--- src/pcpa_pkg.sv ---
// Package for the per-CPU page allocator: sizes, payload structs and codes.
// Used by every module of the block except pcpa_ram; depends on nothing.
package pcpa_pkg;
    localparam int NUM_CPUS   = 8;
    localparam int MAX_PAGES  = 32768;
    localparam int PAGE_BYTES = 4096;
    localparam int CPU_W  = (NUM_CPUS > 1) ? $clog2(NUM_CPUS) : 1;
    localparam int IDX_W  = $clog2(MAX_PAGES + 1);
    localparam int ADDR_W = $clog2(MAX_PAGES);
    localparam int PG_SH  = $clog2(PAGE_BYTES);
    localparam int QDEPTH = 2;
    localparam logic [IDX_W-1:0] NO_PAGE = IDX_W'(MAX_PAGES);
    localparam logic [CPU_W-1:0] LAST_CPU = CPU_W'(NUM_CPUS - 1);

    localparam logic [1:0] CFG_START = 2'd0;
    localparam logic [1:0] CFG_END   = 2'd1;
    localparam logic [1:0] CFG_PART  = 2'd2;

    localparam logic [1:0] ST_OK  = 2'd0;
    localparam logic [1:0] ST_OOM = 2'd1;
    localparam logic [1:0] ST_INV = 2'd2;

    localparam logic CMD_ALLOC = 1'b0;
    localparam logic CMD_FREE  = 1'b1;

    typedef struct packed {
        logic        cmd;
        logic [2:0]  cpu;
        logic [31:0] addr;
    } req_t;

    typedef struct packed {
        logic [31:0] page_addr;
        logic [1:0]  status;
    } rsp_t;

    // Classified operation passed from front to back.
    typedef struct packed {
        logic             is_free;
        logic             invalid;
        logic [CPU_W-1:0] cpu;
        logic [IDX_W-1:0] idx;
    } op_t;
endpackage

--- src/pcpa_front.sv ---
// Front end: accepts requests, checks free addresses and computes the owning
// partition with a restoring divider. Depends on pcpa_pkg.
module pcpa_front (
    input  logic             aclk,
    input  logic             aresetn,
    input  logic             in_valid,
    output logic             in_ready,
    input  pcpa_pkg::req_t   in_req,
    input  logic [31:0]      region_start,
    input  logic [31:0]      region_end,
    input  logic [31:0]      partition_bytes,
    output logic             op_valid,
    input  logic             op_ready,
    output pcpa_pkg::op_t    op
);
    typedef enum logic [2:0] {
        F_IDLE = 3'b001,
        F_DIV  = 3'b010,
        F_OUT  = 3'b100
    } fstate_t;

    fstate_t          state_reg, state_next;
    pcpa_pkg::op_t    op_reg, op_next;
    logic [31:0]      quo_reg, quo_next;
    logic [32:0]      rem_reg, rem_next;
    logic [5:0]       cnt_reg, cnt_next;

    logic [32:0] base;
    logic [32:0] off;
    logic [32:0] pidx;
    logic        bad;
    logic [32:0] trial;

    always_comb begin
        base = (33'(region_start) + 33'(pcpa_pkg::PAGE_BYTES - 1))
            >> pcpa_pkg::PG_SH << pcpa_pkg::PG_SH;
        off  = 33'(in_req.addr) - base;
        pidx = off >> pcpa_pkg::PG_SH;
        bad  = (in_req.addr[pcpa_pkg::PG_SH-1:0] != '0) || (in_req.addr < region_start)
            || (in_req.addr >= region_end) || (33'(in_req.addr) < base)
            || (pidx >= 33'(pcpa_pkg::MAX_PAGES));
        trial = {rem_reg[31:0], quo_reg[31]} - 33'(partition_bytes);
    end

    assign in_ready = (state_reg == F_IDLE);
    assign op_valid = (state_reg == F_OUT);
    assign op       = op_reg;

    always_comb begin
        state_next = state_reg;
        op_next    = op_reg;
        quo_next   = quo_reg;
        rem_next   = rem_reg;
        cnt_next   = cnt_reg;
        case (state_reg)
            F_IDLE: begin
                if (in_valid) begin
                    op_next.is_free = (in_req.cmd == pcpa_pkg::CMD_FREE);
                    op_next.invalid = bad;
                    op_next.cpu     = pcpa_pkg::CPU_W'(in_req.cpu % pcpa_pkg::NUM_CPUS);
                    op_next.idx     = pcpa_pkg::IDX_W'(pidx);
                    quo_next        = in_req.addr - region_start;
                    rem_next        = '0;
                    cnt_next        = '0;
                    if (in_req.cmd == pcpa_pkg::CMD_FREE && !bad && partition_bytes != '0) begin
                        state_next = F_DIV;
                    end else begin
                        op_next.cpu = (in_req.cmd == pcpa_pkg::CMD_FREE) ?
                            pcpa_pkg::LAST_CPU : op_next.cpu;
                        state_next = F_OUT;
                    end
                end
            end
            F_DIV: begin
                if (!trial[32]) begin
                    rem_next = trial;
                    quo_next = {quo_reg[30:0], 1'b1};
                end else begin
                    rem_next = {rem_reg[31:0], quo_reg[31]};
                    quo_next = {quo_reg[30:0], 1'b0};
                end
                cnt_next = cnt_reg + 6'd1;
                if (cnt_reg == 6'd31) begin
                    op_next.cpu = (quo_next >= 32'(pcpa_pkg::NUM_CPUS)) ? pcpa_pkg::LAST_CPU
                        : pcpa_pkg::CPU_W'(quo_next);
                    state_next = F_OUT;
                end
            end
            F_OUT: begin
                if (op_ready) begin
                    state_next = F_IDLE;
                end
            end
            default: state_next = F_IDLE;
        endcase
    end

    always_ff @(posedge aclk) begin
        if (!aresetn) begin
            state_reg <= F_IDLE;
        end else begin
            state_reg <= state_next;
        end
        op_reg  <= op_next;
        quo_reg <= quo_next;
        rem_reg <= rem_next;
        cnt_reg <= cnt_next;
    end

    a_div_len: assert property (@(posedge aclk) disable iff (!aresetn)
        state_reg == F_DIV && cnt_reg == 6'd31 |=> state_reg == F_OUT)
        else $error("divider did not finish");
    a_out_hold: assert property (@(posedge aclk) disable iff (!aresetn)
        op_valid && !op_ready |=> op_valid && $stable(op_reg))
        else $error("classified operation changed while stalled");
    a_clamp: assert property (@(posedge aclk) disable iff (!aresetn)
        op_valid |-> 32'(op_reg.cpu) < 32'(pcpa_pkg::NUM_CPUS))
        else $error("partition out of range");
endmodule

--- config.mk ---
export PLATFORM = sky130hd
export DESIGN_NAME = pcpa_front
export DESIGN_NICKNAME = d
export VERILOG_FILES = /design/src/pcpa_pkg.sv /design/src/pcpa_front.sv
export SDC_FILE = /design/constraint.sdc
export NUM_CORES = 1
export LEC_CHECK = 0
export BUFFER_PORTS_ARGS = -buffer_cell sky130_fd_sc_hd__buf_4
export CAP_MARGIN = 20
export CORE_ASPECT_RATIO = 0.75
export CORE_MARGIN = 8
export CORE_UTILIZATION = 45
export DETAILED_ROUTE_END_ITERATION = 10
export PLACE_DENSITY = 0.66
export SLEW_MARGIN = 10
export SYNTH_ARGS = -nofsm -noshare
export SYNTH_HDL_FRONTEND = slang
export SYNTH_SLANG_ARGS = --single-unit
--- constraint.sdc ---
create_clock -name aclk -period 6.67 [get_ports aclk]
set_input_delay 1.6675 -clock aclk [delete_from_list [all_inputs] [get_ports aclk]]
set_output_delay 1.6675 -clock aclk [all_outputs]
set_load 0.01 [all_outputs]
# Yosys cells after proc, flatten, opt, wreduce, memory -nomap -nowiden
# Cells that the tools add are included.
[word_totals] elab_cells=59 output_inout_bits=23 regBits=94 input_bits=136
[op_classes] muxes=20 magnitude_cmp=5 eq_ne=7 reduce_logical=14 n_addsub=5
[op_table] cell="$mux W32" n=4
[op_table] cell="$pmux W32 S2" n=2
[op_table] cell="$add A32 B12 Y33 const B" n=1
[op_table] cell="$lt A32 B33 Y1" n=1
[op_table] cell="$sub A32 B33 Y33" n=1
[op_table] cell="$sub A33 B32 Y33" n=1
[op_table] cell="$ge A32 B32 Y1" n=1
[op_table] cell="$ge A32 B4 Y1 const B" n=1
[op_table] cell="$lt A32 B32 Y1" n=1
[op_table] cell="$reduce_bool A32 Y1" n=1
[op_table] cell="$sub A32 B32 Y32" n=1
[op_table] cell="$mux W3" n=8
[op_table] cell="$ge A21 B16 Y1 const B" n=1
[op_table] cell="$mux W19" n=1
[op_table] cell="$pmux W6 S2" n=1
[op_table] cell="$reduce_bool A12 Y1" n=1
[op_table] cell="$pmux W3 S3" n=1
[op_table] cell="$add A6 B1 Y6 const B" n=1
[op_table] cell="$eq A6 B5 Y1 const B" n=1
[op_table] cell="$mux W6" n=1
[op_table] cell="$pmux W3 S2" n=1
[op_table] cell="$reduce_and A3 Y1" n=2
[op_table] cell="$logic_or A1 B1 Y1" n=4
[op_table] cell="$ne A2 B2 Y1 const B" n=2
[op_table] cell="9 further kinds" n=11

# Longest topological paths before layout
[depth] word_depth=11 mapped_depth=19 ltp_nobuf=19

# Worst setup path after synthesis
# OpenSTA, ideal clock, no wires.
[synth_path] path_type="input -> register" startpoint="input region_start[9]" endpoint="register op_reg (netlist bit op[16]) (data pin)" stages=18 slack_ns=1.202 t_required_ns=6.411 setup_time_ns=0.259 n_path_buf=1 t_arrival_ns=5.209 cell_sequence="nor4_1 > nand3_1 > nand2_1 > or2_2 > nor3_1 > nand4_1 > xnor2_1 > ha_1 > clkbuf_1 > nand4_1 > or2_2 > o21bai_1 > a21oi_1 > nor4_1 > o2111ai_1 > o41ai_2 > nor2_1 > a211o_1"
[synth_rtl] element="from (decl)" line_no="pcpa_front.sv:9" text="input logic [31:0] region_start,"
[synth_rtl] element="to (signal assigned)" line_no="pcpa_front.sv:104" text="op_reg <= op_next;"
[synth_rtl] element="to (decl)" line_no="pcpa_front.sv:23" text="pcpa_pkg::op_t op_reg, op_next;"

# Worst setup path after layout
[layout_path] startpoint="input region_start[1]" endpoint="register state_reg[2]"
[layout_via] elab_chain_cells=11 elab_cells_between_ends=15 classes_between="2 x add/sub; 3 x order compare; 3 x mux; 7 x reduce/logical"
[layout_rtl] element="parallel branches: the longest is 4 deep, another holds $add A32 B12 Y33"
[layout_rtl] element="$logic_or A1 B1 Y1 (*)" line_no="pcpa_front.sv:41" text="|| (pidx >= 33'(pcpa_pkg::MAX_PAGES));"
[layout_rtl] element="$logic_not A1 Y1 (*)" line_no="pcpa_front.sv:65" text="if (in_req.cmd == pcpa_pkg::CMD_FREE && !bad && partition_bytes != '0) begin"
[layout_rtl] element="$logic_and A1 B1 Y1 (*) (2 in a row)" line_no="pcpa_front.sv:65"
[layout_rtl] element="$mux W3 (*)" line_no="pcpa_front.sv:65"
[layout_rtl] element="$mux W3 (*)" line_no="pcpa_front.sv:57" text="if (in_valid) begin"
[layout_rtl] element="$pmux W3 S3 (*)" line_no="pcpa_front.sv:55" text="case (state_reg)"
[layout_rtl] element="to (signal assigned)" line_no="pcpa_front.sv:102" text="state_reg <= state_next;"
[layout_rtl] element="to (decl)" line_no="pcpa_front.sv:22" text="fstate_t state_reg, state_next;"
# Every way passes the cells marked *. The select of a mux whose other input is x is not followed.
# A chain may end at the register's enable or synchronous reset.

==> summary.txt <==
Status
  • Status: finished clean

Clocking
  • Total CTS buffers: 9
  • CTS tree: yes
  • Clock Pin Slew Worst Setup and Hold Paths: 80 ps
  • Clock tree buffer depth: 2
  • CTS sink cnt: 94
  • Post-CTS setup buffers: 0
  • CTS resizes: 0
  • Hold Buf Count CTS: 0
  • Clock root cell: clkbuf_16
  • Clock latency on the worst-skew pair: 360 ps
  • CTS HTree Levels: 3

Place
  • Routability Congestion: 0.948
  • Post-DP Area: 0.0111 mm^2
  • Dpl hpwl: 21400 um
  • I/O Buffers: 158

Logic synthesis
  • Synth async-reset ratio: 0%
  • Synth Area per Inst: 8.60 um^2
  • EDFF count, synth: 91
  • Unique masters post-synth: 73
  • Synth Flop Type: edfxtp_1
  • Yosys reg bits: 94
  • Synth Cell Area: 0.00961 mm^2
  • Yosys top cell area share: 28.4%
  • Mapped Cells: 1117
  • Syn nets: 1373
  • Seq/Total Area, Yosys: 29.1%
  • Top cells by area, synth: edfxtp_1 28%, ha_1 15%, xnor2_1 5.6%
  • Yosys Warn Count: 0
  • Largest area contributor in the netlist: edfxtp_1

Layout
  • Final core occ: 54.0%
  • # diodes: 0
  • Most frequent cells in the layout: 163 x buf_4, 117 x inv_1, 117 x ha_1
  • P&R area growth vs syn: 18.3%
  • Register area: 0.00279 mm^2
  • Share of layout cells above drive strength 1: 16.3%
  • Filler cells: 2036
  • Footprint of the multi-input gates: 0.00626 mm^2
  • Nets@finish: 1518
  • Final instance area: 0.0114 mm^2
  • Commonest non-fill, non-tap cell in the layout: buf_4

Power
  • Max VDD drop: 129 uV
  • Tot Pwr: 2.03 mW
  • Leak: 5.17 nW
  • Pwr Density: 178 mW/mm^2

Die
  • I/O pins: 159
  • Die W: 185 um
  • Die H: 143 um
  • Starting density of the core: 45.6%
  • Die area: 0.0263 mm^2
  • Core Footprint: 0.0211 mm^2
  • Std cell rows: 46

Route
  • Drt total wl: 26200 um
  • Wire per inst: 16.8 um
  • Vias: 8594
  • Number of remaining DRC errors: 0
  • Routed Antenna Nets: 0
  • Vias/cell: 5.53
  • Router iterations before antenna repair: 5
  • DRT iter0 DRCs: 653

STA
  • F_max: 0.166 GHz
  • Worst-margin pin slew: 948 ps
  • Final setup violation count: 0
  • Final min period: 6010 ps
  • Max Slew Vio Count: 0
  • Slew HR: 36.8%
  • Final hold vios: 0
  • Setup_tns: 0 ps
  • RSZ-0062 raised after global routing: no
  • Worst Skew: 5.49 ps
  • Crit share post-route: 90.1%
  • Final Hold Slack: 560 ps

Worst hold path
  • Hold Crit Class: register to register

Setup path
  • CP Max Fanout: 7
  • R2R setup slack: 2650 ps
  • CP Capture Type: register
  • CP Class: primary input to register
  • CP dominant cell by count: nor4_1
  • Crit-path max cell delay: 560 ps
  • CP cell instances: buf_4, nor4_1, nand3_1, nand2_1, or2_2, nor3_1, nand4_1, xnor2_1, ha_1, nand4_1, or2_2, o21bai_1, a21oi_1, nor4_1, o2111ai_1, nor4_1, a21boi_1, o21a_1
  • Worst Path Required: 6930 ps
  • Crit path launch type: primary input
  • CP arrival: 6270 ps
  • Critical path's slowest cell: nor4_1

Global route
  • Largest net degree at the start of global routing: 71
  • Number of global-route vias before repair: 8142
  • Initial antenna violation count: 1
  • Total track usage: 19.7%
  • GR Overflow Total: 0
  • First-pass GRT wire length: 41600 um

Job
  • Max-capacitance violation count: 0
-- worst max-delay path, delay by kind of cell --
kind,cells,cell delay [ps]
buffers and inverters,1,100
AND/OR/NAND/NOR,10,3030
AO/OA/AOI/OAI,5,880
adder cells (fa/ha/maj),1,410
XOR/XNOR,1,160
-- power by group --
group / switching (mW) / total, mW / internal [mW] / leakage (nW)
combinational: 0.399 / 0.737 / 0.338 / 4.12
sequential: 0.0272 / 0.751 / 0.724 / 0.905
clock: 0.272 / 0.540 / 0.267 / 0.147
-- cell type report --
type	count	area share, %
clock buffers	9	1.98
repair buffers	163	10.8
multi-input cells	877	55.0
well taps	288	3.17
clock inverters	7	0.605
flip-flops and latches	94	24.6
inverters	117	3.86
-- worst paths after layout --
| kind | start | end | cells after the start |
|---|---|---|---|
| worst max-delay path | region_start[1] | state_reg[2] | 18 |
| worst min-delay path | quo_reg[25] | quo_reg[26] | 2 |
| worst max register to register | quo_reg[31] | op[16] | 14 |
| worst min register to register | quo_reg[25] | quo_reg[26] | 2 |
-- through the flow --
step / instances / setup WS, ps
2_1_floorplan: 1117 / 1200
3_3_place_gp: 1539 / 639
3_5_place_dp: 1539 / 415
4_1_cts: 1555 / 770
5_1_grt: 1555 / 362
6_report: 1555 / 663
-- logic make-up (layout without fill, tap and decap cells) --
kind of cell | after synthesis | after routing | synth area share, %
AND/OR/NAND/NOR | 350 | 350 | 18.4
AO/OA/AOI/OAI | 284 | 284 | 19.0
buffers and inverters | 146 | 296 | 5.99
adder cells (fa/ha/maj) | 120 | 120 | 15.9
flip-flops | 94 | 94 | 29.1
XOR/XNOR | 92 | 92 | 8.47
multiplexers | 31 | 31 | 3.23
-- synthesized netlist by cell type (3+ instances only) --
cell type	n
dfxtp_1	3
nand2_1	85
nor2_1	90
nor3b_1	8
and3_1	9
o21a_1	16
mux2i_1	31
buf_6	3
o2111ai_1	7
o21bai_1	5
and4_1	6
inv_1	117
a211oi_1	8
a31oi_1	11
edfxtp_1	91
a21o_1	31
a31o_2	3
clkbuf_1	22
a21oi_1	90
or4_1	5
nand3b_1	3
xnor2_1	61
o21ai_0	65
and2_1	7
fa_1	3
nor3_1	13
nand2b_1	16
a221o_1	3
o211ai_1	6
or2_2	9
o31ai_1	3
nor4_1	25
a211o_1	3
nand3_1	30
nor2b_1	15
or3_1	4
o211a_1	3
xor2_1	30
ha_1	117
nand4_1	18
-- routing by layer --
metal	routed length, um	share of wire (%)	global-route usage [%]	up-vias
li1	-	-	-	4343
met1	13300	51	28.9	3988
met2	10900	42	28.8	244
met3	1670	6.4	3.67	17
met4	309	1.2	5.17	2
met5	13	0.050	0	-
(Power assumes the default switching activity.)
