$ cat src/pcpa_pkg.sv
// Package for the per-CPU page allocator: sizes, payload structs and codes.
// Used by every module of the block except pcpa_ram; depends on nothing.
package pcpa_pkg;
    localparam int NUM_CPUS   = 8;
    localparam int MAX_PAGES  = 32768;
    localparam int PAGE_BYTES = 4096;
    localparam int CPU_W  = (NUM_CPUS > 1) ? $clog2(NUM_CPUS) : 1;
    localparam int IDX_W  = $clog2(MAX_PAGES + 1);
    localparam int ADDR_W = $clog2(MAX_PAGES);
    localparam int PG_SH  = $clog2(PAGE_BYTES);
    localparam int QDEPTH = 2;
    localparam logic [IDX_W-1:0] NO_PAGE = IDX_W'(MAX_PAGES);
    localparam logic [CPU_W-1:0] LAST_CPU = CPU_W'(NUM_CPUS - 1);

    localparam logic [1:0] CFG_START = 2'd0;
    localparam logic [1:0] CFG_END   = 2'd1;
    localparam logic [1:0] CFG_PART  = 2'd2;

    localparam logic [1:0] ST_OK  = 2'd0;
    localparam logic [1:0] ST_OOM = 2'd1;
    localparam logic [1:0] ST_INV = 2'd2;

    localparam logic CMD_ALLOC = 1'b0;
    localparam logic CMD_FREE  = 1'b1;

    typedef struct packed {
        logic        cmd;
        logic [2:0]  cpu;
        logic [31:0] addr;
    } req_t;

    typedef struct packed {
        logic [31:0] page_addr;
        logic [1:0]  status;
    } rsp_t;

    // Classified operation passed from front to back.
    typedef struct packed {
        logic             is_free;
        logic             invalid;
        logic [CPU_W-1:0] cpu;
        logic [IDX_W-1:0] idx;
    } op_t;
endpackage

$ cat src/pcpa_queue.sv
// Short queue between front and back ends. Depends on pcpa_pkg.
module pcpa_queue (
    input  logic           aclk,
    input  logic           aresetn,
    input  logic           wr_valid,
    output logic           wr_ready,
    input  pcpa_pkg::op_t  wr_op,
    output logic           rd_valid,
    input  logic           rd_ready,
    output pcpa_pkg::op_t  rd_op
);
    pcpa_pkg::op_t mem [pcpa_pkg::QDEPTH];
    logic       wp_reg, rp_reg;
    logic [1:0] cnt_reg;
    logic       push, pop;

    assign wr_ready = (cnt_reg != 2'(pcpa_pkg::QDEPTH));
    assign rd_valid = (cnt_reg != '0);
    assign rd_op    = mem[rp_reg];
    assign push     = wr_valid && wr_ready;
    assign pop      = rd_valid && rd_ready;

    always_ff @(posedge aclk) begin
        if (!aresetn) begin
            wp_reg  <= 1'b0;
            rp_reg  <= 1'b0;
            cnt_reg <= '0;
        end else begin
            wp_reg  <= wp_reg ^ push;
            rp_reg  <= rp_reg ^ pop;
            cnt_reg <= cnt_reg + 2'(push) - 2'(pop);
        end
        if (push) begin
            mem[wp_reg] <= wr_op;
        end
    end

    a_no_over: assert property (@(posedge aclk) disable iff (!aresetn)
        cnt_reg <= 2'(pcpa_pkg::QDEPTH))
        else $error("queue overflow");
endmodule

$ cat config.mk
export PLATFORM = sky130hd
export DESIGN_NAME = pcpa_queue
export DESIGN_NICKNAME = d
export VERILOG_FILES = /design/src/pcpa_pkg.sv /design/src/pcpa_queue.sv
export SDC_FILE = /design/constraint.sdc
export NUM_CORES = 1
export LEC_CHECK = 0
export CAP_MARGIN = 20
export CORE_MARGIN = 2
export CORE_UTILIZATION = 45
export DETAILED_ROUTE_END_ITERATION = 10
export DONT_BUFFER_PORTS = 1
export HOLD_SLACK_MARGIN = 0.15
export RECOVER_POWER = 25
export SLEW_MARGIN = 20
export SYNTH_ARGS = -nofsm -noshare
export SYNTH_HDL_FRONTEND = slang
export SYNTH_SLANG_ARGS = --single-unit
export TNS_END_PERCENT = 5
$ cat constraint.sdc
create_clock -name aclk -period 2.1 [get_ports aclk]
set_clock_uncertainty 0.05 [all_clocks]
set_input_delay 0.21 -clock aclk [delete_from_list [all_inputs] [get_ports aclk]]
set_output_delay 0.21 -clock aclk [all_outputs]
set_load 0.02 [all_outputs]
# Yosys cells after proc, flatten, opt, wreduce, memory -nomap -nowiden
# Memory sizes are Yosys's and may differ from the RTL's. A register that Yosys moved wholly into a read port is not among the register bits.
# Index checks and enable logic that the tools add are counted.
# classes
n_addsub	2
multipliers	0
div	0
n_lt_le_gt_ge	0
n_eq_ne	1
shifts	0
mux	3
n_bitwise	2
reduce_logical	3
# op_table
op	count
$mux 1	3
$add 2x1->2	1
$logic_and 1x1->1	2
$ne 2x2->1 const B	1
$reduce_bool 2->1	1
$sub 2x1->2	1
$xor 1x1->1	2
# totals
regBits	4
latch_bits	0
ramBits	42
romBits	0
output_inout_bits	23
wordCells	15
mem_count	1
# memory_table
name	words	word_bits	read_ports	rd_clocked_by_memory_dff	wr	line	rtl
mem	2	21	1	1	1	pcpa_queue.sv:12	pcpa_pkg::op_t mem [pcpa_pkg::QDEPTH];

# Longest topological paths before layout
# Gate-level depths: netlist of run 1.
# logic_depth
depth_word	4
ltp_mapped	6
mapped_depth_nobuf	6

# Worst setup path after synthesis of run 1
# OpenSTA, ideal clock, no wires.
# synth_timing
path_type	register -> register
from	register cnt_reg[0]
to	memory mem[0][0] (netlist bit), enable pin
setup_ns	0.379
arrival_ns	1.408
required_ns	1.671
slack_ns	0.263
path_stages_with_launch	4
period_less_slack_ns	1.837
cell_sequence	dfxtp_1 > nand2b_1 > and2_1 > ha_1
# synth_via
elab_chain_cells	4
# synth_rtl
item	line	rtl
from (decl)	pcpa_queue.sv:14	logic [1:0] cnt_reg;
from (signal assigned)	pcpa_queue.sv:31	cnt_reg <= cnt_reg + 2'(push) - 2'(pop);
$ne 2x2->1	pcpa_queue.sv:17	assign wr_ready = (cnt_reg != 2'(pcpa_pkg::QDEPTH));
via wr_ready	pcpa_queue.sv:6	output logic wr_ready,
$logic_and 1x1->1	pcpa_queue.sv:20	assign push = wr_valid && wr_ready;
$mux 1	pcpa_queue.sv:33	if (push) begin
$mux 1 (implied by the code)	pcpa_queue.sv:34	mem[wp_reg] <= wr_op;
to (decl)	pcpa_queue.sv:12	
# The timed path passes the listed nets, and every way through them passes these cells.

# Final worst setup path of run 1
# layout_timing
from	register cnt_reg[0]
to	memory mem[0][15] (netlist bit), enable pin
# The elaborated chain is that of the path after synthesis.

==> impl_metrics.yaml, run 1 <==
clocking:
  insertion_delay_ns: 0.29
  cts.reportedPaths.clkPinSlew_ns: 0.08
  tritoncts.num_buffers: 5
  ctsHtreeMaxLevel: 2
  cts-root-buf: "sky130_fd_sc_hd__clkbuf_8"
  cts_tree: "built"
  cts-root-to-sink-buffers: 2
  sinks_on_the_clock_net: 47
floorplan:
  floorplan.die_area_mm2: 0.00445
  design.portCount: 48
  coreArea_mm2: 0.00372
  die_y_um: 66.7
  fp-row-count: 22
  chip_width_um: 66.7
  initial_core_utilization_pct: 47.7
routing:
  via_count: 874
  m1_wl_um: 999
  route.top_layer_used: "met4"
  wl_per_cell_um: 15.6
  wl_met3_um: 215
  drt_first_pass_iters: 4
  viasPerCell: 4.97
  wirelength_mm: 2.74
  detailedRoute.firstIterationViolations: 11
  met2WireLength_mm: 1.48
  antenna_left: 0
  drc_violations: 0
outcome:
  result_of_the_run: "finished clean"
timing:
  worstMarginPinSlew_ns: 0.292
  timing.max_slew.rel_slack_pct: 80.5
  setup_viol: 0
  final-hold-violation-count: 0
  min_period_ns: 1.71
  clock.fmax_mhz: 586
  rsz0062_at_grt: "no"
  period_share_pct: 81.2
  tns_ns: 0
  slew_viol_final: 0
placement:
  dp_hpwl_mm: 1.74
  port_buffers: 0
  gpl.final_weighted_congestion: 0.739
worst_setup_path:
  cp_max_fo: 21
  worstPathRequired_ns: 2.03
  worstPathArrival_ns: 1.63
  setup.worst_path.start_class: "flip-flop"
  critical_path_cell_sequence: "nand2b_1 -> and2_1 -> ha_1 -> buf_4"
  timing.critical_path.max_delay_family: "simple AND/OR/NAND/NOR gates"
  path_class: "flip-flop to flip-flop"
  slowest_cell_delay_on_critical_path_ns: 0.44
  worstSetupEndpointType: "flip-flop"
  worst-path-buf-inv: 1
  critPathSlowestCell: "sky130_fd_sc_hd__dfxtp_1"
power_and_ir_drop:
  internal-power_w: 0.00186
  irDropWorstVdd_mv: 0.659
  power.net_switching_w: 0.000669
  power_w: 0.00253
  combPwrFrac_pct: 22.7
  switching_share_pct: 26.5
  power-per-cell-area_mw_per_mm2: 1140
  sequential_cell_fraction_of_total_power_pct: 47.5
  p_clk_share_pct: 29.8
  leakagePower_nw: 0.777
global_routing:
  antenna_found_initial: 0
  first_global_vias: 870
  globalRouteOverflowTotal: 0
  wire_length_of_the_first_global_routing_pass_mm: 4.15
  track_usage_pct: 13.7
  pin_count_of_the_biggest_net_entering_global_routing: 22
flow_run:
  max-cap-violations: 0
layout:
  final_net_count: 154
  area_delta_synth_final_pct: 25.6
  final_layout_fill_cell_count: 308
  drive_above_1_share_pct: 25.8
  largest_reg_flops: 42
  insertedDiodeCount: 0
  utilization_after_layout_pct: 59.9
worst_hold_path:
  hold_path_class: "input port to flip-flop"
yosys:
  syn_area_per_cell_um2: 18.8
  synth_seq_area_share_pct: 76.8
  postSynthNetCount: 121
  synth_cell_type_count: 21
  number_of_storage_elements_in_the_synthesis_netlist: 47
  synthCells: 94
  synthesis.area_mm2: 0.00177
  yosys_warnings: 0
==> power by group through the flow <==
stage	combinational, W	sequential (W)	clock, W
finish	0.000574	0.00120	0.000752
global route	0.000619	0.00122	0.000813
CTS	0.000584	0.00120	0.000767
detailed placement	0.000540	0.00122	0
global placement	0.000534	0.00122	0
floorplan	0.000457	0.00121	0
==> area by class of cell <==
type / count / area, um^2 / area share, %
flip-flops and latches: 47 / 1360 / 61.2
multi-input cells: 44 / 397 / 17.8
repair buffers: 28 / 270 / 12.1
clock buffers: 6 / 72.6 / 3.26
clock inverters: 2 / 60.1 / 2.70
well taps: 48 / 60.1 / 2.70
inverters: 1 / 3.75 / 0.169
==> metal layers <==
layer  GRT usage, %  vias up
li1               -      423
met1           12.9      419
met2           23.8       27
met3           7.43        5
met4           6.89        0
met5              0        -
==> cell usage after synthesis (all sizes together) <==
library cell	instances	area, um^2
or2	1	6.26
mux2i	1	10.0
edfxtp	42	1260
a21bo	1	10.0
mux2	21	236
o21ai	2	10.0
and2	4	25.0
inv	1	3.75
nor2	2	7.51
xnor2	1	8.76
dfxtp	5	100
nand2	1	3.75
nor2b	2	12.5
and3	1	6.26
buf	2	10.0
a32oi	1	8.76
ha	2	25.0
or2b	1	7.51
nand2b	1	6.26
nand3	1	5.00
a211oi	1	7.51
==> tightest hold or removal path: cells and delay by family <==
kind	cells	cell delay, ns
compound gates	2	0.15
mux	1	0.12
==> path summary, 6_finish.rpt <==
check / endpoint / from / cells past startpoint / slack (ns)
worst max-delay path: mem[0][15] / cnt_reg[0] / 4 / 0.39
worst min-delay path: cnt_reg[1] / wr_valid / 3 / 0.18
worst max register to register: mem[0][15] / cnt_reg[0] / 4 / 0.39
worst min register to register: wp_reg / wp_reg / 3 / 0.50
==> placed cells by master (no fill, tap or decap), drive strengths merged, types with 2 or more instances in the layout <==
cell type,count
dlygate4sd3,24
nor2,2
and2,4
buf,4
o21ai,2
clkbuf,6
mux2,21
edfxtp,42
dfxtp,5
ha,2
nor2b,2
bufinv,2
==> through the flow <==
stage          cells  hold slack, ns  setup slack (ns)  area, um^2
2_1_floorplan     94           0.259             0.263        1770
3_3_place_gp     144           0.259             0.438        1850
3_5_place_dp     144           0.259             0.391        1850
4_1_cts          175           0.150             0.385        2210
5_1_grt          176           0.186             0.302        2220
6_report         176           0.180             0.394        2220
==> cells by family after synthesis <==
family	Yosys count	synth area share, %
compound gates	5	2.05
xor+xnor	1	0.494
fa+ha+maj	2	1.41
buf+inv	3	0.777
flops	47	76.8
mux	22	13.9
simple gates	14	4.52
==> what timing repair did <==
action	in CTS	in global routing
setup buffers	0	0
resized for setup	0	0
endpoints found under the hold margin	47	1
hold buffers	23	1
endpoints found under the setup margin	0	0
(Power assumes the default switching activity.)
==> run 2: changes to the inputs <==
clock period = 1.44 ns   (was 2.1 ns; I/O delays follow)
==> run 2 against run 1 <==
Against the previous run: critical path depth fell by 2; global-route usage up 0.42 points; wire length is 4.7% higher; register-to-register slack worse by 0.31 ns; largest power group unchanged; sequential power grew 46%; combinational power increased by 61%; clock power rose by 49%; non-clock buffer count unchanged.
==> impl_metrics.yaml, run 2 (same netlist as run 1, synthesis figures left out) <==
clocking:
  cts_tree: "built"
  insertion_delay_ns: 0.30
  cts-root-buf: "sky130_fd_sc_hd__clkbuf_8"
  ctsHtreeMaxLevel: 2
  sinks_on_the_clock_net: 47
  tritoncts.num_buffers: 5
  cts.reportedPaths.clkPinSlew_ns: 0.08
  cts-root-to-sink-buffers: 2
worst_setup_path:
  worstPathArrival_ns: 1.25
  slowest_cell_delay_on_critical_path_ns: 0.41
  timing.critical_path.max_delay_family: "multiplexers"
  critical_path_cell_sequence: "buf_6 -> mux2_2"
  path_class: "flip-flop to output port"
  critPathSlowestCell: "sky130_fd_sc_hd__mux2_2"
  worstPathRequired_ns: 1.25
  setup.worst_path.start_class: "flip-flop"
  worst-path-buf-inv: 1
  worstSetupEndpointType: "output port"
  cp_max_fo: 10
placement:
  port_buffers: 0
  gpl.final_weighted_congestion: 0.629
  dp_hpwl_mm: 1.83
  place_worst_setup_slack_ns: -0.0255
floorplan:
  chip_width_um: 66.7
  die_y_um: 66.7
  design.portCount: 48
  fp-row-count: 22
  coreArea_mm2: 0.00372
  initial_core_utilization_pct: 47.7
  floorplan.die_area_mm2: 0.00445
global_routing:
  wire_length_of_the_first_global_routing_pass_mm: 4.34
  first_global_vias: 918
  antenna_found_initial: 0
  track_usage_pct: 14.1
  globalRouteOverflowTotal: 0
  pin_count_of_the_biggest_net_entering_global_routing: 22
routing:
  wl_per_cell_um: 16.3
  via_count: 901
  detailedRoute.firstIterationViolations: 47
  antenna_left: 0
  viasPerCell: 5.12
  drc_violations: 0
  drt_first_pass_iters: 4
  wirelength_mm: 2.87
power_and_ir_drop:
  power-per-cell-area_mw_per_mm2: 1670
  internal-power_w: 0.00277
  switching_share_pct: 27.0
  power.net_switching_w: 0.00102
  combPwrFrac_pct: 24.4
  p_clk_share_pct: 29.6
  leakagePower_nw: 0.791
  sequential_cell_fraction_of_total_power_pct: 46.0
  irDropWorstVdd_mv: 0.878
timing:
  worstMarginPinSlew_ns: 0.311
  setup_viol: 0
  clock.fmax_mhz: 695
  post-route-worst-setup-slack_ns: 0.000475
  tns_ns: 0
  timing.max_slew.rel_slack_pct: 79.3
  slew_viol_final: 0
  rsz0062_at_grt: "yes"
  min_period_ns: 1.44
  period_share_pct: 100
  final-hold-violation-count: 0
  fin_hold_ws_ns: 0.174
outcome:
  result_of_the_run: "finished clean"
layout:
  multi_input_area_um2: 432
  largest_reg_flops: 42
  final_net_count: 154
  insertedDiodeCount: 0
  area_delta_synth_final_pct: 28.4
  regArea_mm2: 0.00137
  drive_above_1_share_pct: 29.7
  utilization_after_layout_pct: 61.2
  layout.cells.most_common_list: "42 x sky130_fd_sc_hd__edfxtp_1, 24 x sky130_fd_sc_hd__dlygate4sd3_1, 17 x sky130_fd_sc_hd__mux2_2"
  layout.cells.most_common: "sky130_fd_sc_hd__edfxtp_1"
  final_layout_fill_cell_count: 290
flow_run:
  max-cap-violations: 0
worst_hold_path:
  hold_path_class: "input port to flip-flop"
run 2: cell count changes in the layout (fill, tap and decap cells not counted), moves of 2 or more:
cell,before,now
sky130_fd_sc_hd__buf_4,4,2
sky130_fd_sc_hd__mux2_2,21,17
sky130_fd_sc_hd__mux2_4,0,4
sky130_fd_sc_hd__buf_6,0,2
run 2: worst min-delay path, cell delays in order:
cell                      delay (ns)
sky130_fd_sc_hd__a21bo_1        0.15
sky130_fd_sc_hd__a32oi_1        0.07
sky130_fd_sc_hd__mux2i_1        0.12
run 2: per-layer routing:
layer | up-vias | track usage [%] | wire [um]
li1 | 424 | - | -
met1 | 447 | 13.3 | 1050
met2 | 25 | 26.4 | 1590
met3 | 5 | 5.74 | 187
met4 | 0 | 6.12 | 46
met5 | - | 0 | 0
run 2: final cells by class:
class	count	area share (%)
flip-flops and latches	47	60.0
multi-input cells	44	19.0
repair buffers	28	12.2
clock buffers	5	3.03
clock inverters	3	2.97
well taps	48	2.64
inverters	1	0.165
run 2: final timing paths:
check,start,end,slack (ns),depth (start not counted)
max reg2reg,cnt_reg[1],cnt_reg[1],0.08,6
min reg2reg,wp_reg,wp_reg,0.54,3
min,rd_ready,cnt_reg[1],0.17,3
max,flip-flop,rd_op[6],0.0005,2
run 2: through the flow:
stage	power, W	std cells	area [um^2]
6_report	0.00380	176	2270
5_1_grt	0.00395	176	2270
4_1_cts	0.00379	176	2250
3_5_place_dp	0.00262	144	1870
3_3_place_gp	0.00259	144	1870
2_1_floorplan	0.00246	94	1790
run 2: power groups by stage:
stage / registers, W / logic, W / clock network, W
detailed placement: 0.00177 / 0.000842 / 0
global route: 0.00177 / 0.000989 / 0.00120
finish: 0.00175 / 0.000925 / 0.00112
global placement: 0.00176 / 0.000830 / 0
CTS: 0.00174 / 0.000907 / 0.00114
floorplan: 0.00177 / 0.000690 / 0
run 2: repair_timing:
action / 4_1_cts / 5_1_grt
setup buffers: 0 / 0
gates resized for setup: 1 / 7
endpoints found under the hold margin: 47 / 0
setup endpoints to repair: 22 / 22
hold buffers: 24 / 0
==> run 3: changes to the inputs <==
REMOVE_ABC_BUFFERS = 1   (was not set)
==> run 3 against run 2 <==
Against the previous run: clock-buffer cell count increased by 2; first-iteration DRC count decreased by 40%; sequential cell count unchanged; critical path depth unchanged; sequential share of layout area increased by 0.85 points; design area decreased by 1.2%; utilization decreased by 0.74 points; global-route usage decreased by 1.3 points; total power decreased by 9.7%; maximum frequency increased by 0.94%; largest power group unchanged; highest routed layer unchanged.
==> impl_metrics.yaml, run 3 (same netlist as run 1, synthesis figures left out) <==
outcome:
  result_of_the_run: "finished clean"
placement:
  place_worst_setup_slack_ns: 0.0260
  post-place-cells: 145
  port_buffers: 0
  dp_hpwl_mm: 1.72
  gpl.final_weighted_congestion: 0.561
timing:
  rsz0062_at_grt: "yes"
  setup_viol: 0
  clock.fmax_mhz: 701
  worstMarginPinSlew_ns: 0.234
  period_share_pct: 99.0
  fin_hold_ws_ns: 0.158
  post-route-worst-setup-slack_ns: 0.0139
  tns_ns: 0
  slew_viol_final: 0
  min_period_ns: 1.43
  timing.max_slew.rel_slack_pct: 84.2
  final-hold-violation-count: 0
power_and_ir_drop:
  power-per-cell-area_mw_per_mm2: 1530
  leakagePower_nw: 0.779
  irDropWorstVdd_mv: 0.820
clocking:
  cts_tree: "built"
  cts-root-buf: "sky130_fd_sc_hd__clkbuf_8"
  sinks_on_the_clock_net: 47
  insertion_delay_ns: 0.29
  cts.reportedPaths.clkPinSlew_ns: 0.08
  cts-root-to-sink-buffers: 2
  tritoncts.num_buffers: 5
  ctsHtreeMaxLevel: 2
worst_setup_path:
  setup.worst_path.start_class: "flip-flop"
  path_class: "flip-flop to output port"
  worstSetupEndpointType: "output port"
  worstPathRequired_ns: 1.25
  cp_max_fo: 21
  worstPathArrival_ns: 1.23
floorplan:
  chip_width_um: 66.7
  initial_core_utilization_pct: 47.7
  design.portCount: 48
  floorplan.die_area_mm2: 0.00445
  coreArea_mm2: 0.00372
  die_y_um: 66.7
  fp-row-count: 22
layout:
  drive_above_1_share_pct: 30.2
  largest_reg_flops: 42
  layoutNonFillerInstCount: 177
  layout.cells.most_common: "sky130_fd_sc_hd__edfxtp_1"
  final_layout_fill_cell_count: 298
  regArea_mm2: 0.00137
  multi_input_area_um2: 419
  insertedDiodeCount: 0
  utilization_after_layout_pct: 60.5
  area_delta_synth_final_pct: 26.8
  final_net_count: 155
  layout.cells.most_common_list: "42 x sky130_fd_sc_hd__edfxtp_1, 24 x sky130_fd_sc_hd__dlygate4sd3_1, 19 x sky130_fd_sc_hd__mux2_2"
routing:
  detailedRoute.firstIterationViolations: 28
  via_count: 884
  wl_per_cell_um: 15.6
  wirelength_mm: 2.76
  antenna_left: 0
  drt_first_pass_iters: 2
  viasPerCell: 4.99
  drc_violations: 0
flow_run:
  max-cap-violations: 0
global_routing:
  first_global_vias: 853
  pin_count_of_the_biggest_net_entering_global_routing: 22
  globalRouteOverflowTotal: 0
  track_usage_pct: 12.8
  antenna_found_initial: 0
  wire_length_of_the_first_global_routing_pass_mm: 3.94
worst_hold_path:
  hold_path_class: "input port to flip-flop"
run 3: cell count changes in the layout (fill, tap and decap cells not counted), sizes merged:
| cell | before | now |
|---|---|---|
| bufinv | 2 | 0 |
| clkbuf | 5 | 7 |
| clkinv | 0 | 1 |
| clkinvlp | 1 | 0 |
| buf | 4 | 5 |
run 3: where the power goes:
part	internal [W]	switching (W)	total (W)
clock network	0.000340	0.000384	0.000724
registers	0.00170	0.0000670	0.00176
logic	0.000409	0.000532	0.000941
total	0.00244	0.000983	0.00343
run 3: through the flow:
stage / power, W / instance area (um^2)
2_1_floorplan: 0.00242 / 1760
3_3_place_gp: 0.00262 / 1900
3_5_place_dp: 0.00264 / 1900
4_1_cts: 0.00344 / 2220
5_1_grt: 0.00359 / 2250
6_report: 0.00343 / 2250
run 3: final cells by class:
type	instances	share of cell area, %
Multi-Input combinational cell	44	18.7
Clock inverter	1	0.223
Inverter	1	0.167
Tap cell	48	2.67
Clock buffer	7	3.40
Timing Repair Buffer	29	14.0
Sequential cell	47	60.9
run 3: critical path, stage by stage, from the launching register on:
cell                      delay [ns]
sky130_fd_sc_hd__dfxtp_2        0.35
sky130_fd_sc_hd__buf_12         0.17
sky130_fd_sc_hd__mux2_2         0.42
run 3: layer usage:
layer	GRT usage [%]	part of all wire [%]	routed length, um	up-vias
li1	-	-	-	424
met1	13.7	38	1040	429
met2	21.8	54	1490	25
met3	5.41	6.5	180	6
met4	6.12	1.8	49	0
met5	0	0	0	-
run 3: repair_timing:
action	CTS	global route
setup endpoints to repair	21	43
buffers inserted	0	0
endpoints found under the hold margin	47	0
gates resized for setup	1	8
hold buffers	24	0
run 3: worst paths after layout:
check | start | endpoint | slack, ns | cells after the start
worst min-delay path | rd_ready | flip-flop | 0.16 | 3
worst max register to register | cnt_reg[1] | cnt_reg[1] | 0.05 | 6
worst min register to register | wp_reg | wp_reg | 0.50 | 3
worst max-delay path | flip-flop | rd_op[11] | 0.01 | 2
